===== src/hdl/kdpc_pkg.sv =====
// Shared types, constants and codes for the key debounce press classifier.
package kdpc_pkg;

  localparam int KEY_COUNT_DEF = 8;
  localparam int TIME_BITS_DEF = 32;

  localparam logic [15:0] DEBOUNCE_RESET   = 16'd20;
  localparam logic [15:0] LONG_PRESS_RESET = 16'd1000;

  localparam int APB_ADDR_W = 3;
  localparam int APB_DATA_W = 32;

  typedef enum logic {
    REG_DEBOUNCE   = 1'b0,
    REG_LONG_PRESS = 1'b1
  } reg_index_t;

  typedef enum logic [1:0] {
    ST_IDLE        = 2'd0,
    ST_PRESS_DEB   = 2'd1,
    ST_PRESSED     = 2'd2,
    ST_RELEASE_DEB = 2'd3
  } press_state_t;

  typedef struct packed {
    logic [2:0]  key_index;
    logic [31:0] time_now;
    logic        pin_level;
    logic        edge_seen;
    logic        flag_ack;
  } in_item_t;

  typedef struct packed {
    logic [2:0]   key_number;
    press_state_t press_state;
    logic         short_flag;
    logic         long_flag;
  } out_item_t;

  // Per-key word layout: {start_time, state, pending, short, long}
  localparam int FLAG_BITS = 5;

endpackage


===== src/hdl/key_debounce_press_classifier.sv =====
// Top level: key press classifier with per-key state RAM and APB registers.
//
//   channel   direction  handshake             payload
//   in        sink       in_valid / in_ready   in_item  (in_item_t)
//   out       source     out_valid / out_ready out_item (out_item_t)
//   cfg       APB slave  psel/penable/pready   paddr, pwdata, prdata
//
// One transaction per cycle sustained while the output register is free or
// draining. The state RAM read and stage 1 load at the accepting edge; the
// update, write back and output register load happen when stage 1 advances.
// A step on the same key as the one just written picks up the RAM bypass.
// rst is synchronous; the per-key valid bits clear at once, so there is no
// clearing pass and the block takes transactions right after reset.
// A stalled output register holds the update stage, which holds in_ready low.
module key_debounce_press_classifier import kdpc_pkg::*; #(
  parameter int KEY_COUNT = KEY_COUNT_DEF,
  parameter int TIME_BITS = TIME_BITS_DEF
) (
  input  logic                  clk,
  input  logic                  rst,
  input  logic                  in_valid,
  output logic                  in_ready,
  input  in_item_t              in_item,
  output logic                  out_valid,
  input  logic                  out_ready,
  output out_item_t             out_item,
  input  logic                  psel,
  input  logic                  penable,
  input  logic                  pwrite,
  input  logic [APB_ADDR_W-1:0] paddr,
  input  logic [APB_DATA_W-1:0] pwdata,
  output logic [APB_DATA_W-1:0] prdata,
  output logic                  pready
);

  localparam int IDX_W  = (KEY_COUNT > 1) ? $clog2(KEY_COUNT) : 1;
  localparam int KEY_W  = (IDX_W > 3) ? IDX_W : 3;
  localparam int WORD_W = TIME_BITS + FLAG_BITS;

  // configuration registers
  logic [15:0] debounce_time;
  logic [15:0] long_press_time;
  reg_index_t  reg_sel;

  assign pready  = 1'b1;
  assign reg_sel = reg_index_t'(paddr[2]);

  always_ff @(posedge clk) begin
    if (rst) begin
      debounce_time   <= DEBOUNCE_RESET;
      long_press_time <= LONG_PRESS_RESET;
    end else if (psel && penable && pwrite) begin
      case (reg_sel)
        REG_DEBOUNCE:   debounce_time   <= pwdata[15:0];
        REG_LONG_PRESS: long_press_time <= pwdata[15:0];
        default: ;
      endcase
    end
  end

  always_comb begin
    case (reg_sel)
      REG_DEBOUNCE:   prdata = APB_DATA_W'(debounce_time);
      REG_LONG_PRESS: prdata = APB_DATA_W'(long_press_time);
      default:        prdata = '0;
    endcase
  end

  // stage 0: accept and issue RAM read
  logic [KEY_W-1:0] in_key_ext;
  logic             in_in_range;
  logic [IDX_W-1:0] rd_addr;
  logic             rd_en;

  assign in_key_ext  = KEY_W'(in_item.key_index);
  assign in_in_range = int'(in_item.key_index) < KEY_COUNT;
  assign rd_addr     = in_in_range ? in_key_ext[IDX_W-1:0] : '0;
  assign rd_en       = in_valid && in_ready;

  // stage 1: update and write back
  logic             s1_valid;
  in_item_t         s1_item;
  logic             s1_in_range;
  logic             s1_adv;
  logic [KEY_W-1:0] s1_key_ext;
  logic [WORD_W-1:0] word_cur;
  logic [WORD_W-1:0] word_next;
  press_state_t     step_state;
  logic             step_short;
  logic             step_long;

  assign s1_adv     = s1_valid && (!out_valid || out_ready);
  assign in_ready   = !s1_valid || s1_adv;
  assign s1_key_ext = KEY_W'(s1_item.key_index);

  always_ff @(posedge clk) begin
    if (rd_en) begin
      s1_item     <= in_item;
      s1_in_range <= in_in_range;
    end
  end

  always_ff @(posedge clk) begin
    if (rst) begin
      s1_valid <= 1'b0;
    end else if (in_ready) begin
      s1_valid <= in_valid;
    end
  end

  kdpc_key_ram #(
    .DEPTH  (KEY_COUNT),
    .ADDR_W (IDX_W),
    .WORD_W (WORD_W)
  ) u_ram (
    .clk     (clk),
    .rst     (rst),
    .rd_en   (rd_en),
    .rd_addr (rd_addr),
    .rd_data (word_cur),
    .wr_en   (s1_adv && s1_in_range),
    .wr_addr (s1_key_ext[IDX_W-1:0]),
    .wr_data (word_next)
  );

  kdpc_step #(
    .TIME_BITS (TIME_BITS),
    .WORD_W    (WORD_W)
  ) u_step (
    .word_cur        (word_cur),
    .now             (TIME_BITS'(s1_item.time_now)),
    .pin_high        (s1_item.pin_level),
    .edge_seen       (s1_item.edge_seen),
    .flag_ack        (s1_item.flag_ack),
    .debounce_time   (debounce_time),
    .long_press_time (long_press_time),
    .word_next       (word_next),
    .state_out       (step_state),
    .short_out       (step_short),
    .long_out        (step_long)
  );

  // output register
  always_ff @(posedge clk) begin
    if (s1_adv) begin
      out_item.key_number <= s1_item.key_index;
      if (s1_in_range) begin
        out_item.press_state <= step_state;
        out_item.short_flag  <= step_short;
        out_item.long_flag   <= step_long;
      end else begin
        out_item.press_state <= ST_IDLE;
        out_item.short_flag  <= 1'b0;
        out_item.long_flag   <= 1'b0;
      end
    end
  end

  always_ff @(posedge clk) begin
    if (rst) begin
      out_valid <= 1'b0;
    end else if (s1_adv) begin
      out_valid <= 1'b1;
    end else if (out_ready) begin
      out_valid <= 1'b0;
    end
  end

  // an accepted transaction always reaches the update stage
  a_accept_to_s1: assert property (@(posedge clk) disable iff (rst)
    (in_valid && in_ready) |=> s1_valid)
    else $error("accepted transaction did not reach update stage");

  // a stalled update stage keeps its transaction
  a_s1_hold: assert property (@(posedge clk) disable iff (rst)
    (s1_valid && !s1_adv) |=> (s1_valid && $stable(s1_item)))
    else $error("stalled update stage lost its transaction");

  // keys outside the array report idle with no flags
  a_out_of_range: assert property (@(posedge clk) disable iff (rst)
    (out_valid && !(int'(out_item.key_number) < KEY_COUNT)) |->
      (out_item.press_state == ST_IDLE && !out_item.short_flag && !out_item.long_flag))
    else $error("out-of-range key produced state");

  // the update stage only advances into a free or draining output register
  a_no_overwrite: assert property (@(posedge clk) disable iff (rst)
    (out_valid && !out_ready) |=> (out_valid && $stable(out_item)))
    else $error("pending result overwritten");

endmodule


===== src/hdl/kdpc_key_ram.sv =====
// Per-key state memory with reset valid bits and write-to-read forwarding.
module kdpc_key_ram import kdpc_pkg::*; #(
  parameter int DEPTH  = KEY_COUNT_DEF,
  parameter int ADDR_W = 3,
  parameter int WORD_W = TIME_BITS_DEF + FLAG_BITS
) (
  input  logic              clk,
  input  logic              rst,
  input  logic              rd_en,
  input  logic [ADDR_W-1:0] rd_addr,
  output logic [WORD_W-1:0] rd_data,
  input  logic              wr_en,
  input  logic [ADDR_W-1:0] wr_addr,
  input  logic [WORD_W-1:0] wr_data
);

  logic [WORD_W-1:0] mem [DEPTH];
  logic [DEPTH-1:0]  written;

  logic [WORD_W-1:0] rd_q;
  logic              rd_written;
  logic [ADDR_W-1:0] rd_addr_q;

  // last write, kept to cover a read issued in the same cycle as that write
  logic              byp_valid;
  logic [ADDR_W-1:0] byp_addr;
  logic [WORD_W-1:0] byp_data;

  always_ff @(posedge clk) begin
    if (wr_en) begin
      mem[wr_addr] <= wr_data;
    end
    if (rd_en) begin
      rd_q       <= mem[rd_addr];
      rd_addr_q  <= rd_addr;
    end
    if (wr_en) begin
      byp_addr <= wr_addr;
      byp_data <= wr_data;
    end
  end

  always_ff @(posedge clk) begin
    if (rst) begin
      written    <= '0;
      rd_written <= 1'b0;
      byp_valid  <= 1'b0;
    end else begin
      if (wr_en) begin
        written[wr_addr] <= 1'b1;
        byp_valid        <= 1'b1;
      end
      if (rd_en) begin
        rd_written <= written[rd_addr];
      end
    end
  end

  always_comb begin
    if (byp_valid && (byp_addr == rd_addr_q)) begin
      rd_data = byp_data;
    end else if (rd_written) begin
      rd_data = rd_q;
    end else begin
      rd_data = '0;
    end
  end

endmodule


===== src/hdl/kdpc_step.sv =====
// One transition of a key's press machine: ack, edge latch, then state move.
module kdpc_step import kdpc_pkg::*; #(
  parameter int TIME_BITS = TIME_BITS_DEF,
  parameter int WORD_W    = TIME_BITS_DEF + FLAG_BITS
) (
  input  logic [WORD_W-1:0]    word_cur,
  input  logic [TIME_BITS-1:0] now,
  input  logic                 pin_high,
  input  logic                 edge_seen,
  input  logic                 flag_ack,
  input  logic [15:0]          debounce_time,
  input  logic [15:0]          long_press_time,
  output logic [WORD_W-1:0]    word_next,
  output press_state_t         state_out,
  output logic                 short_out,
  output logic                 long_out
);

  localparam int CMP_W = (TIME_BITS > 16) ? TIME_BITS : 16;

  logic [TIME_BITS-1:0] start_cur;
  logic [TIME_BITS-1:0] start_next;
  logic [TIME_BITS-1:0] elapsed;
  press_state_t         state_cur;
  press_state_t         state_next;
  logic                 pending_next;
  logic                 short_next;
  logic                 long_next;
  logic                 deb_done;
  logic                 hold_done;

  assign start_cur = word_cur[WORD_W-1:FLAG_BITS];
  assign state_cur = press_state_t'(word_cur[4:3]);
  assign elapsed   = now - start_cur;  // wraps modulo 2^TIME_BITS
  assign deb_done  = CMP_W'(elapsed) >= CMP_W'(debounce_time);
  assign hold_done = CMP_W'(elapsed) >= CMP_W'(long_press_time);

  always_comb begin
    start_next   = start_cur;
    state_next   = state_cur;
    pending_next = word_cur[2] | edge_seen;
    short_next   = word_cur[1] & ~flag_ack;
    long_next    = word_cur[0] & ~flag_ack;
    case (state_cur)
      ST_IDLE: begin
        if (pending_next) begin
          pending_next = 1'b0;
          state_next   = ST_PRESS_DEB;
          start_next   = now;
        end
      end
      ST_PRESS_DEB: begin
        if (deb_done) begin
          if (!pin_high) begin
            state_next = ST_PRESSED;
            start_next = now;
          end else begin
            state_next = ST_IDLE;
          end
        end
      end
      ST_PRESSED: begin
        if (hold_done) begin
          long_next = 1'b1;
        end
        if (pin_high) begin
          state_next = ST_RELEASE_DEB;
          start_next = now;
        end
      end
      ST_RELEASE_DEB: begin
        if (deb_done) begin
          if (pin_high) begin
            if (!long_next) begin
              short_next = 1'b1;
            end
            state_next = ST_IDLE;
          end else begin
            state_next = ST_PRESSED;  // start time kept on a bounce back
          end
        end
      end
      default: begin
        state_next = ST_IDLE;
      end
    endcase
  end

  assign word_next = {start_next, state_next, pending_next, short_next, long_next};
  assign state_out = state_next;
  assign short_out = short_next;
  assign long_out  = long_next;

endmodule

===== config.mk =====
export PLATFORM = sky130hd
export DESIGN_NAME = key_debounce_press_classifier
export DESIGN_NICKNAME = d
export VERILOG_FILES = /design/src/hdl/kdpc_pkg.sv /design/src/hdl/key_debounce_press_classifier.sv /design/src/hdl/kdpc_key_ram.sv /design/src/hdl/kdpc_step.sv
export SDC_FILE = /design/constraint.sdc
export NUM_CORES = 1
export LEC_CHECK = 0
export BUFFER_PORTS_ARGS = -buffer_cell sky130_fd_sc_hd__buf_2
export CAP_MARGIN = 10
export CORE_MARGIN = 5
export CORE_UTILIZATION = 50
export DETAILED_ROUTE_END_ITERATION = 12
export HOLD_SLACK_MARGIN = 0.05
export PLACE_DENSITY_LB_ADDON = 0.1
export SLEW_MARGIN = 20
export SYNTH_ARGS = -nofsm -noshare
export SYNTH_HDL_FRONTEND = slang
export SYNTH_SLANG_ARGS = --single-unit

===== constraint.sdc =====
create_clock -name clk -period 7.93 [get_ports clk]
set_input_delay 1.586 -clock clk [delete_from_list [all_inputs] [get_ports clk]]
set_output_delay 1.586 -clock clk [all_outputs]
set_load 0.02 [all_outputs]

==> After elaboration in Yosys (flattened, before gate mapping) <==
Memories as Yosys holds them, arrays and structs flattened. A register that Yosys moved wholly into a read port is not among the register bits.
Index checks and enable logic that the tools add are counted.
W data, S select, Z words.
{ "op_classes": {"addsub": 1, "order_cmp": 5, "eq_ne": 4, "muxes": 28, "bitwise_logic": 6, "n_reduce_logical": 15} }
{ "ops": {"columns": ["cell", "count"], "rows": [
  ["$mux W32", 4],
  ["$pmux W32 S3", 1],
  ["$mux W37", 2],
  ["$ge A32 B16 Y1", 2],
  ["$pmux W32 S2", 1],
  ["$sub A32 B32 Y32", 1],
  ["$mux W1", 13],
  ["$lt A3 B4 Y1 const B", 2],
  ["$mux W2", 4],
  ["$or A8 B8 Y8", 1],
  ["$logic_and A1 B1 Y1", 6],
  ["$pmux W2 S3", 1],
  ["$eq A2 B2 Y1 const B", 2],
  ["$reduce_and A2 Y1", 2],
  ["$bmux W1 S3", 1],
  ["$demux W1 S3", 1],
  ["$eq A3 B3 Y1", 1],
  ["$ge A3 B1 Y1 const B", 1],
  ["$and A1 B1 Y1", 2],
  ["$eq A2 B1 Y1 const B", 1],
  ["$logic_not A1 Y1", 2],
  ["$logic_not A2 Y1", 1],
  ["$logic_or A1 B1 Y1", 2],
  ["$not A1 Y1", 2],
  ["3 further kinds", 3]
]} }
{ "word_totals": {"regBits": 126, "mem_bits_rw": 296, "inputBits": 80, "output_inout_bits": 42, "word_cells": 77, "memories": 1} }
{ "mem_list": {"columns": ["name", "depth", "width", "read_ports", "rd_clocked_by_memory_dff", "wr", "line_no", "rtl"], "rows": [
  ["u_ram.mem", 8, 37, 1, 1, 1, "kdpc_key_ram.sv:17", "logic [WORD_W-1:0] mem [DEPTH];"]
]} }

==> Longest topological paths before layout <==
Gate-level depths: netlist (run 1).
{ "depth": {"word_depth": 8, "depth_mapped": 27, "ltp_nobuf": 22} }

==> By module <==
A second synthesis (run 1) with hierarchy kept.
{ "hier_totals": {"hier_cells": 1489, "area_unflattened_um2": 21787.1} }
{ "by_module_without_submodules": {"columns": ["module", "n_inst", "cells_per_inst", "area_each_um2", "seq_area_each_um2"], "rows": [
  ["kdpc_key_ram", 1, 674, 14731.6, 11491.0],
  ["kdpc_step", 1, 590, 3908.7, 0.0],
  ["key_debounce_press_classifier", 1, 225, 3146.8, 2031.9]
]} }

==> Worst setup path before layout (run 1) <==
Ideal clock, no wire load.
{ "synth_timing": {"path_kind": "input to register", "startpoint": "input port out_ready", "endpoint": "memory u_ram.mem[1][0] (netlist name) (enable)", "setup_time_ps": 479, "t_arrival_ps": 6596, "required_ps": 7451, "path_slack_ps": 854, "cell_stages": 4, "path_buffers": 0, "cell_sequence": "nor2b_1 nor2b_1 nand2_1 nor3_1"} }
{ "synth_via": {"elab_chain_cells": 4} }
{ "synth_rtl": {"columns": ["item", "line_no", "rtl"], "rows": [
  ["start: declaration", "key_debounce_press_classifier.sv:25", "input logic out_ready,"],
  ["$logic_or A1 B1 Y1", "key_debounce_press_classifier.sv:92", "assign s1_adv = s1_valid && (!out_valid || out_ready);"],
  ["$logic_and A1 B1 Y1", "key_debounce_press_classifier.sv:92", null],
  ["via s1_adv", "key_debounce_press_classifier.sv:84", "logic s1_adv;"],
  ["$mux W1", "kdpc_key_ram.sv:30", "if (wr_en) begin"],
  ["$mux W1 (not written as such)", "kdpc_key_ram.sv:31", "mem[wr_addr] <= wr_data;"],
  ["end: declaration", "kdpc_key_ram.sv:17", null]
]} }
The timed path passes the listed nets, and every way through them passes these cells.

==> Final worst setup path (run 1) <==
{ "layout_timing": {"startpoint": "register u_ram.rd_addr_q[2]", "endpoint": "memory u_ram.mem[3][29] (netlist name), data pin"} }
{ "layout_via": {"elab_chain_cells": 7, "elab_cells_between_ends": 14, "cone_classes": "1 x add/sub; 1 x order compare; 3 x eq/ne; 6 x mux; 1 x bitwise; 2 x reduce/logical"} }
{ "layout_rtl": {"columns": ["item", "line_no", "rtl"], "rows": [
  ["start: declaration", "kdpc_key_ram.sv:22", "logic [ADDR_W-1:0] rd_addr_q;"],
  ["start signal: assignment", "kdpc_key_ram.sv:35", "rd_addr_q <= rd_addr;"],
  ["$eq A3 B3 Y1 (*)", "kdpc_key_ram.sv:60", "if (byp_valid && (byp_addr == rd_addr_q)) begin"],
  ["$logic_and A1 B1 Y1 (*)", "kdpc_key_ram.sv:60", null],
  ["$mux W37 (*)", "kdpc_key_ram.sv:60", null],
  ["$sub A32 B32 Y32", "kdpc_step.sv:34", "assign elapsed = now - start_cur;"],
  ["$ge A32 B16 Y1", "kdpc_step.sv:35", "assign deb_done = CMP_W'(elapsed) >= CMP_W'(debounce_time);"],
  ["$mux W32", "kdpc_step.sv:53", "if (deb_done) begin"],
  ["$pmux W32 S3 (*)", "kdpc_step.sv:44", "case (state_cur)"],
  ["via u_ram.wr_data[29]", "kdpc_key_ram.sv:14", "input logic [WORD_W-1:0] wr_data"]
]} }
Mark *: on every way through the listed nets, which the timed path passes. The rest lies on a longest branch.

==> results of run 1 <==
per-stage QoR:
step	hold WS [ps]	area (um^2)	std cells
after floorplan	435	22200	1721
after global placement	442	23300	2334
after detailed placement	447	23300	2334
after CTS	455	24800	2420
after global routing	479	24800	2420
final	456	24800	2420
worst max path at each step:
stage / slack (ps) / end / from
finish: 910 / u_ram.mem[3][29] / u_ram.rd_addr_q[2]
global route: 560 / u_ram.mem[1][22] / u_ram.rd_addr_q[2]
CTS: 1010 / u_ram.mem[6][22] / u_ram.rd_addr_q[2]
detailed placement: 1030 / u_ram.mem[4][22] / u_ram.rd_addr_q[2]
global placement: 1150 / u_ram.mem[6][22] / u_ram.rd_addr_q[2]
floorplan: 850 / u_ram.mem[1][0] / out_ready
area by class of cell:
class                           count  area (um^2)
Fill cell                        3567        19200
Sequential cell                   455        13200
Multi-Input combinational cell   1082         8260
Clock buffer                       61         1270
Timing Repair Buffer              133          801
Tap cell                          592          741
Inverter                           72          270
Clock inverter                     25          256
worst register-to-register path, stage by stage (launching register included):
cell and delay, ps:
edfxtp_1 520, xnor2_2 300, and4_4 340, buf_4 350, a21oi_1 190, ha_1 500
nand4_1 240, nor2_1 430, nor4bb_1 470, o2111ai_1 560, a311o_1 530, o211ai_1 130
nand4_1 220, nor4_4 330, a31oi_4 360, buf_12 320, a21oi_1 180, a2bb2oi_1 730
synthesized netlist by cell type, types with 10 or more instances:
cell | number | area (um^2)
ha_1 | 53 | 663
o22ai_1 | 19 | 119
nand2b_1 | 17 | 106
o21ai_0 | 79 | 395
a2bb2oi_1 | 24 | 210
nand4_1 | 10 | 62.6
a211o_1 | 14 | 123
inv_1 | 72 | 270
nand3_1 | 20 | 100
o21ai_1 | 26 | 130
mux2_2 | 39 | 439
nor3_1 | 33 | 165
a21oi_1 | 133 | 666
a21o_1 | 31 | 233
mux4_2 | 76 | 1710
and3_1 | 29 | 181
xnor2_1 | 15 | 131
nor3b_1 | 13 | 97.6
edfxtp_1 | 411 | 12300
a211oi_1 | 11 | 82.6
mux2i_1 | 15 | 150
buf_4 | 22 | 165
dfxtp_1 | 44 | 881
nor2_1 | 96 | 360
clkbuf_1 | 71 | 267
nand2_1 | 154 | 578
routing by layer:
metal | GRT usage [%] | vias to the layer above | part of all wire (%)
li1 | - | 6676 | -
met1 | 32.4 | 7253 | 46
met2 | 35.0 | 382 | 46
met3 | 3.37 | 95 | 5.3
met4 | 5.79 | 0 | 2.5
met5 | 0 | - | 0
power by group:
group	switching [W]	internal [W]	total, W
Combinational	0.000463	0.000282	0.000745
Sequential	0.0000466	0.00275	0.00280
Clock	0.000926	0.00127	0.00220
Total	0.00144	0.00431	0.00574
registers in the layout, summed over array words and instances, names as in the netlist:
| signal | flops |
|---|---|
| u_ram.mem | 296 |
| out_item | 1 |
| u_ram.rd_written | 1 |
| u_ram.byp_addr | 3 |
| u_ram.rd_addr_q | 3 |
| u_ram.rd_q | 37 |
| out_valid | 1 |
| debounce_time | 16 |
| u_ram.byp_valid | 1 |
| s1_item | 35 |
| u_ram.byp_data | 36 |
| long_press_time | 16 |
| u_ram.written | 8 |
| s1_valid | 1 |
kinds of logic after synthesis:
group                    after synthesis
other                                  2
AND/OR/NAND/NOR                      419
buffers and inverters                184
XOR/XNOR                              27
flip-flops                           455
multiplexers                         135
adder cells (fa/ha/maj)               59
AO/OA/AOI/OAI                        425
==> run summary, run 1 <==
# DRC - 0
setup TNS - 0 ps
die height - 221 um
most common cell after layout, fill and taps aside - edfxtp_1
Peak Freq - 0.142 GHz
layout cells sized above 1 - 19.9%
min setup slack post-route - 912 ps
r2r endpoint - u_ram.mem[3][29]
synth unique cells - 88
CTS tree - yes
Synth async-reset ratio - 0%
Tcrit/Tclk final - 88.5%
Clock Path Buffers - 3
grt total ovfl - 0
HP Class - flip-flop to flip-flop
Post-DRT Antenna Nets - 0
largest family of logic cells by synthesized area - compound AO/OA/AOI/OAI gates
Synth Flop Type - edfxtp_1
total track usage - 22.1%
Hold Path Origin - debounce_time[7]
H-tree Lvls - 2
compound-cell area share of the yosys netlist - 12.3%
Final Max Slew Viols - 0
R2R setup slack - 910 ps
most frequent cells in the layout - edfxtp_1 (411), nand2_1 (154), a21oi_1 (133)
Max Cap Violations - 0
Power Total - 0.00574 W
Root Buffer - clkbuf_16
routability cong. - 0.907
Synth Area per Inst - 13.0 um^2
Worst setup EP type - flip-flop
crit-path leading delay family - compound AO/OA/AOI/OAI gates
Final Hold Fails - 0
post-synthesis simple-gate area fraction - 9.07%
Placeable Area - 44000 um^2
Clock Latency Late Sink - 580 ps
first-pass detailed-route iteration total - 5
cts hold-fix bufs - 0
fin util - 56.4%
row count - 77
DP Worst Slack - 1030 ps
CP Cell Sequence - xnor2_2, and4_4, buf_4, a21oi_1, ha_1, nand4_1, nor2_1, nor4bb_1, o2111ai_1, a311o_1, o211ai_1, nand4_1, nor4_4, a31oi_4, buf_12, a21oi_1, a2bb2oi_1
Post-synth EDFFs - 411
Syn-to-layout area delta - 11.9%
Wirelength per Cell - 22.4 um
clock slew at reported path FFs - 60 ps
WP data required - 8190 ps
initial antenna violation count - 1
Hold EP - debounce_time[7]
worst hold path depth - 2
Syn Std Cell Area - 22200 um^2
vias in the first global route - 13600
post-CTS sizing - 0
Setup Fix Bufs, Post-CTS - 0
stages on the worst setup path - 17
DP HPWL - 34.7 mm
TritonCTS Buffers - 48
crit path kind - flip-flop to flip-flop
multiplexer share of the synthesized area - 10.7%
min Tclk post-route - 7020 ps
outcome - completed
Post-Syn Instances - 1706
Avg Vias per Cell - 5.95
initial core utilization - 50.4%
ANT cells - 0
R2R cell count - 17
actual slew at the worst max-slew pin - 1080 ps
Die Wd - 221 um
max incr delay on CP - 730 ps
leakage - 8.83 nW
nets - 1925
io pins - 122
Iteration-0 DRC Markers - 1507
CTS sink cnt - 455
largest net degree at the start of global routing - 68
sequential fraction of the synthesis area - 59.6%
Buf/Inv on CP - 2
first-pass GRT wire length - 82.1 mm
Synth Area in Adders - 3.27%
VDD IR-drop max - 0.209 mV
Critical Path Start Type - flip-flop
Slew Limit Headroom - 27.8%
Post-Route WL - 54.1 mm
setup repair after global routing missed its margin - false
CP Max Fanout - 35
routed vias - 14400
setup violators final - 0
Worst Skew - 9.83 ps
synth warn - 0
XOR/XNOR share of the synthesized area - 1.24%
die area - 48700 um^2
reg2reg start - u_ram.rd_addr_q[2]
Data arrival, critical path - 7280 ps
IO Port Bufs - 86
register bit count reported by yosys - 455
Slowest-stage cell, CP - a2bb2oi_1
power density cells - 231 nW/um^2
(Power assumes the default switching activity.)
==> inputs of run 2 (changes only) <==
Settings changed: CORE_MARGIN 5 to not set, PLACE_DENSITY set to 0.67, PLACE_DENSITY_LB_ADDON 0.1 to not set, RECOVER_POWER set to 50.
==> run 2 against run 1 <==
  * The flow now finishes with violations (capacitance limit, slew limit)
  * Combinational power down 3.2%
  * Critical endpoint is now u_ram.mem[3][10]
  * First-iteration DRC count down 16%
  * Setup slack worse by 230 ps
  * Global-route usage up 1.3 points
  * Critical path type unchanged
  * Die area down 7.1%
  * Register-to-register slack worse by 230 ps
  * Clock skew up 4.8 ps
  * Largest cell class unchanged
  * Non-clock buffer count down 16
==> run summary, run 2 (synthesis gave the netlist of run 1 again) <==
outcome - complete, but fails checks (was completed)
failing checks - capacitance limit, slew limit
Final Hold Fails - 0 (unchanged)
crit path kind - flip-flop to flip-flop (unchanged)
most frequent cells in the layout - edfxtp_1 (411), nand2_1 (154), a21oi_1 (133) (unchanged)
initial core utilization - 51.0% (was 50.4%)
Cell Area, Placed - 23200 um^2 (was 23300 um^2)
largest net degree at the start of global routing - 53 (was 68)
Peak Freq - 0.138 GHz (was 0.142 GHz)
Root Buffer - clkbuf_16 (unchanged)
Wirelength per Cell - 21.9 um (was 22.4 um)
min Tclk post-route - 7250 ps (was 7020 ps)
max incr delay on CP - 940 ps (was 730 ps)
WP data required - 8130 ps (was 8190 ps)
net switching power figure - 0.00137 W (was 0.00144 W)
R2R setup slack - 680 ps (was 910 ps)
vias in the first global route - 13800 (was 13600)
Slowest-stage cell, CP - nor3_1 (was a2bb2oi_1)
Clock Latency Late Sink - 570 ps (was 580 ps)
VDD IR-drop max - 0.165 mV (was 0.209 mV)
switching share of power - 25.2% (was 25.0%)
Tcrit/Tclk final - 91.4% (was 88.5%)
Clock Path Buffers - 3 (unchanged)
row count - 76 (was 77)
Slew Limit Headroom - -124% (was 27.8%)
setup violators final - 0 (unchanged)
most common cell after layout, fill and taps aside - edfxtp_1 (unchanged)
first-pass detailed-route iteration total - 5 (unchanged)
Hold EP - debounce_time[14] (was debounce_time[7])
actual slew at the worst max-slew pin - 3370 ps (was 1080 ps)
routability cong. - 0.946 (was 0.907)
reg2reg start - u_ram.rd_addr_q[1] (was u_ram.rd_addr_q[2])
Placeable Area - 43500 um^2 (was 44000 um^2)
Setup Fix Bufs, Post-CTS - 0 (unchanged)
Die Wd - 213 um (was 221 um)
r2r endpoint - u_ram.mem[3][10] (was u_ram.mem[3][29])
TritonCTS Buffers - 44 (was 48)
CP Max Fanout - 34 (was 35)
Iteration-0 DRC Markers - 1262 (was 1507)
first-pass GRT wire length - 79.5 mm (was 82.1 mm)
routed vias - 14300 (was 14400)
die height - 213 um (was 221 um)
IO Port Bufs - 86 (unchanged)
nets - 1905 (was 1925)
Comb power frac - 13.3% (was 13.0%)
Data arrival, critical path - 7440 ps (was 7280 ps)
post-CTS sizing - 0 (unchanged)
CTS tree - yes (unchanged)
Worst Skew - 14.6 ps (was 9.83 ps)
power density cells - 223 nW/um^2 (was 231 nW/um^2)
H-tree Lvls - 2 (unchanged)
Avg Vias per Cell - 5.99 (was 5.95)
Final Max Slew Viols - 474 (was 0)
Syn-to-layout area delta - 9.75% (was 11.9%)
sequential share of power - 51.6% (was 48.8%)
CP Cell Sequence - xnor2_1, nand4_4, and3_1, a21oi_1, ha_1, a21oi_1, o21ai_0, a21o_1, a21oi_1, o21ai_0, a41oi_1, nand3_1, mux2i_1, a211o_1, nor4_4, a31oi_4, nor3b_1, nor3_1 (was xnor2_2, and4_4, buf_4, a21oi_1, ha_1, nand4_1, nor2_1, nor4bb_1, o2111ai_1, a311o_1, o211ai_1, nand4_1, nor4_4, a31oi_4, buf_12, a21oi_1, a2bb2oi_1)
CTS sink cnt - 455 (unchanged)
hold slack final - 463 ps (was 456 ps)
Post-Route WL - 52.5 mm (was 54.1 mm)
Hold Path Origin - debounce_time[14] (was debounce_time[7])
total internal power - 0.00407 W (was 0.00431 W)
io pins - 122 (unchanged)
DP HPWL - 33.1 mm (was 34.7 mm)
# DRC - 0 (unchanged)
Clock Power Share - 35.2% (was 38.3%)
biggest regs - u_ram.mem: 296 flops, u_ram.rd_q: 37 flops, u_ram.byp_data: 36 flops (unchanged)
max reg flops - 296 (unchanged)
clock slew at reported path FFs - 60 ps (about the same)
Worst setup EP type - flip-flop (unchanged)
setup repair after global routing missed its margin - false (unchanged)
final instance area - 24300 um^2 (was 24800 um^2)
grt total ovfl - 0 (unchanged)
HP Class - flip-flop to flip-flop (unchanged)
cts hold-fix bufs - 0 (unchanged)
Max Cap Violations - 14 (was 0)
R2R cell count - 18 (was 17)
worst hold path depth - 2 (unchanged)
Critical Path Start Type - flip-flop (unchanged)
Worst path most repeated cell - a21oi_1
Post-DRT Antenna Nets - 0 (unchanged)
initial antenna violation count - 0 (was 1)
die area - 45200 um^2 (was 48700 um^2)
total track usage - 23.4% (was 22.1%)
layout cells sized above 1 - 16.8% (was 19.9%)
setup TNS - 0 ps (unchanged)
Biggest register - u_ram.mem (unchanged)
leakage - 8.54 nW (was 8.83 nW)
[run 2: cell types whose count changed in the layout (fill, tap and decap cells not counted), moves of 3 or more]
cell,delta
buf_4,-28
clkbuf_2,+3
clkbuf_1,+20
bufinv_16,-4
buf_2,-15
nor2_1,+4
nor2_4,-4
clkinv_1,+9
clkbuf_16,-4
[run 2: cell type report]
class | count | area (um^2)
well taps | 585 | 732
diodes | 1 | 2.50
inverters | 72 | 270
clock inverters | 28 | 148
clock buffers | 52 | 1150
repair buffers | 117 | 604
fillers | 3504 | 19100
multi-input cells | 1082 | 8210
flip-flops and latches | 455 | 13200
[run 2: metrics by stage]
step	std cells	total power, W	util (%)	worst slack, ps
after floorplan	1721	0.00335	-	854
after detailed placement	2311	0.00356	53.3	960
after CTS	2391	0.00546	56.3	941
after global routing	2391	0.00564	56.0	243
final	2392	0.00544	56.0	682
after global placement	2311	0.00353	53.3	1100
[run 2: per-layer routing]
metal	part of all wire, %	vias to the layer above	track usage (%)
met3	6.2	98	3.31
met5	0	-	0
met2	47	504	37.2
met1	44	7109	32.7
met4	2.9	0	8.73
li1	-	6623	-
[run 2: worst max-delay path by stage]
| stage | startpoint | to | slack (ps) |
|---|---|---|---|
| 3_3_place_gp | u_ram.rd_addr_q[2] | u_ram.mem[2][31] | 1100 |
| 4_1_cts | u_ram.rd_addr_q[1] | u_ram.mem[4][31] | 940 |
| 2_1_floorplan | out_ready | u_ram.mem[1][0] | 850 |
| 3_5_place_dp | u_ram.rd_addr_q[1] | u_ram.mem[3][31] | 960 |
| 5_1_grt | u_ram.rd_addr_q[1] | u_ram.mem[4][31] | 240 |
| 6_report | u_ram.rd_addr_q[1] | u_ram.mem[3][10] | 680 |
[run 2: worst max-delay path, delay by kind of cell (launching register included)]
family                   cells  cell delay [ps]
multiplexers                 1              160
AO/OA/AOI/OAI                9             2620
AND/OR/NAND/NOR              6             2770
XOR/XNOR                     1              410
adder cells (fa/ha/maj)      1              380
flip-flops                   1              490
[run 2: power by group through the flow]
stage / logic [W] / registers (W) / clock network [W]
floorplan: 0.000526 / 0.00283 / 0
global placement: 0.000690 / 0.00285 / 0
detailed placement: 0.000712 / 0.00285 / 0
CTS: 0.000715 / 0.00280 / 0.00194
global route: 0.000794 / 0.00281 / 0.00203
finish: 0.000721 / 0.00280 / 0.00191
==> inputs of run 3 (changes only) <==
Settings changed: CORE_MARGIN set to 2.
==> run 3 against run 2 <==
  * Clock skew grew 3.6 ps
  * Cell area grew 0.84%
  * Clock power grew 9%
  * Register-to-register slack gained 98 ps
  * Via count grew 0.77%
  * Clock-buffer cell count grew 14
  * The flow still finishes with violations (capacitance limit, slew limit)
  * Wire length grew 3.2%
  * Core utilization shrank 0.26 points
  * First-iteration DRC count grew 22%
==> run summary, run 3 (synthesis gave the netlist of run 1 again) <==
net switching power figure - 0.00139 W (was 0.00137 W)
ANT cells - 0 (was 1)
failing checks - capacitance limit, slew limit (unchanged)
Hold EP - debounce_time[15] (was debounce_time[14])
switching share of power - 24.7% (was 25.2%)
Avg Vias per Cell - 6.01 (was 5.99)
Post-DRT Antenna Nets - 0 (unchanged)
fin util - 55.8% (was 56.0%)
CTS tree - yes (unchanged)
first-pass detailed-route iteration total - 6 (was 5)
Syn-to-layout area delta - 10.7% (was 9.75%)
initial core utilization - 50.4% (was 51.0%)
actual slew at the worst max-slew pin - 4000 ps (was 3370 ps)
crit path kind - primary input to flip-flop (was flip-flop to flip-flop)
Worst Skew - 18.2 ps (was 14.6 ps)
Placeable Area - 44000 um^2 (was 43500 um^2)
reg2reg start - u_ram.rd_addr_q[2] (was u_ram.rd_addr_q[1])
setup repair after global routing missed its margin - false (unchanged)
die area - 46100 um^2 (was 45200 um^2)
vias in the first global route - 14000 (was 13800)
total track usage - 23.4% (about the same)
WP data required - 8130 ps (about the same)
Data arrival, critical path - 7360 ps (was 7440 ps)
Cell Area, Placed - 23200 um^2 (about the same)
Final Max Slew Viols - 424 (was 474)
Post-Layout Cell Count - 2405 (was 2392)
Die Wd - 215 um (was 213 um)
final instance area - 24500 um^2 (was 24300 um^2)
Biggest register - u_ram.mem (unchanged)
Critical Path Start Type - primary input (was flip-flop)
grt total ovfl - 0 (unchanged)
Setup Fix Bufs, Post-CTS - 0 (unchanged)
routability cong. - 0.904 (was 0.946)
# fillers - 3553 (was 3504)
most common cell after layout, fill and taps aside - edfxtp_1 (unchanged)
IO Port Bufs - 86 (unchanged)
# DRC - 0 (unchanged)
die height - 215 um (was 213 um)
Clock Power Share - 37.2% (was 35.2%)
setup TNS - 0 ps (unchanged)
row count - 77 (was 76)
initial antenna violation count - 0 (unchanged)
Clock Path Buffers - 3 (unchanged)
VDD IR-drop max - 0.137 mV (was 0.165 mV)
cts hold-fix bufs - 0 (unchanged)
nets - 1909 (was 1905)
Peak Freq - 0.140 GHz (was 0.138 GHz)
Comb power frac - 12.9% (was 13.3%)
post-CTS sizing - 0 (unchanged)
routed vias - 14400 (was 14300)
most frequent cells in the layout - edfxtp_1 (411), nand2_1 (154), a21oi_1 (133) (unchanged)
Slew Limit Headroom - -166% (was -124%)
biggest regs - u_ram.mem: 296 flops, u_ram.rd_q: 37 flops, u_ram.byp_data: 36 flops (unchanged)
Iteration-0 DRC Markers - 1545 (was 1262)
TritonCTS Buffers - 46 (was 44)
CTS sink cnt - 455 (unchanged)
outcome - complete, but fails checks (unchanged)
Tcrit/Tclk final - 90.3% (was 91.4%)
hold slack final - 455 ps (was 463 ps)
sequential share of power - 49.9% (was 51.6%)
H-tree Lvls - 2 (unchanged)
first-pass GRT wire length - 82.3 mm (was 79.5 mm)
max reg flops - 296 (unchanged)
setup violators final - 0 (unchanged)
layout cells sized above 1 - 18.0% (was 16.8%)
total internal power - 0.00423 W (was 0.00407 W)
Wirelength per Cell - 22.5 um (was 21.9 um)
Post-Route WL - 54.2 mm (was 52.5 mm)
Clock Latency Late Sink - 570 ps (about the same)
dpl cells - 2320 (was 2311)
Final Hold Fails - 0 (unchanged)
Hold Path Origin - debounce_time[15] (was debounce_time[14])
io pins - 122 (unchanged)
Root Buffer - clkbuf_16 (unchanged)
Worst setup EP type - flip-flop (unchanged)
HP Class - flip-flop to flip-flop (unchanged)
leakage - 8.66 nW (was 8.54 nW)
largest net degree at the start of global routing - 52 (was 53)
Max Cap Violations - 15 (was 14)
min Tclk post-route - 7160 ps (was 7250 ps)
DP HPWL - 34.0 mm (was 33.1 mm)
r2r endpoint - u_ram.byp_data[14] (was u_ram.mem[3][10])
worst hold path depth - 2 (unchanged)
clock slew at reported path FFs - 60 ps (about the same)
CP Max Fanout - 43 (was 34)
power density cells - 229 nW/um^2 (was 223 nW/um^2)
R2R setup slack - 780 ps (was 680 ps)
R2R cell count - 22 (was 18)
run 3: critical path: stages:
cell and delay (ps):
buf_2 80, nor2b_1 80, nor2b_4 110, clkbuf_1 2130
nand2_1 570, nor2_1 2110, buf_4 650
run 3: layer usage:
| layer | vias to the layer above | track usage, % | part of all wire, % |
|---|---|---|---|
| li1 | 6636 | - | - |
| met1 | 7194 | 32.3 | 43 |
| met2 | 520 | 38.9 | 48 |
| met3 | 95 | 3.42 | 6.9 |
| met4 | 0 | 6.50 | 2.5 |
| met5 | - | 0 | 0 |
run 3: per-stage QoR:
step | worst slack (ps) | total power (W)
5_1_grt | 372 | 0.00583
4_1_cts | 1010 | 0.00563
2_1_floorplan | 854 | 0.00335
6_report | 771 | 0.00561
3_3_place_gp | 1280 | 0.00354
3_5_place_dp | 1020 | 0.00356
run 3: area by class of cell:
| cell class | count | area (um^2) | share of cell area (%) |
|---|---|---|---|
| clock buffers | 66 | 1290 | 5.24 |
| inverters | 72 | 270 | 1.10 |
| repair buffers | 119 | 641 | 2.61 |
| multi-input cells | 1082 | 8210 | 33.5 |
| well taps | 592 | 741 | 3.02 |
| flip-flops and latches | 455 | 13200 | 53.9 |
| clock inverters | 19 | 174 | 0.709 |
run 3: worst max path at each step:
| stage | from | end | slack, ps | cells after the start |
|---|---|---|---|---|
| final | out_ready | u_ram.mem[5][8] | 770 | 7 |
| after global routing | out_ready | u_ram.mem[5][8] | 370 | 7 |
| after CTS | u_ram.rd_addr_q[2] | u_ram.byp_data[14] | 1010 | 22 |
| after detailed placement | u_ram.rd_addr_q[1] | u_ram.mem[1][14] | 1020 | 22 |
| after global placement | u_ram.rd_addr_q[2] | u_ram.mem[2][14] | 1280 | 22 |
| after floorplan | out_ready | u_ram.mem[1][0] | 850 | 4 |
run 3: power groups by stage:
stage	registers (W)	clock network, W	logic [W]
6_report	0.00280	0.00209	0.000724
5_1_grt	0.00281	0.00222	0.000798
4_1_cts	0.00280	0.00211	0.000718
3_5_place_dp	0.00285	0	0.000715
3_3_place_gp	0.00285	0	0.000692
2_1_floorplan	0.00283	0	0.000526
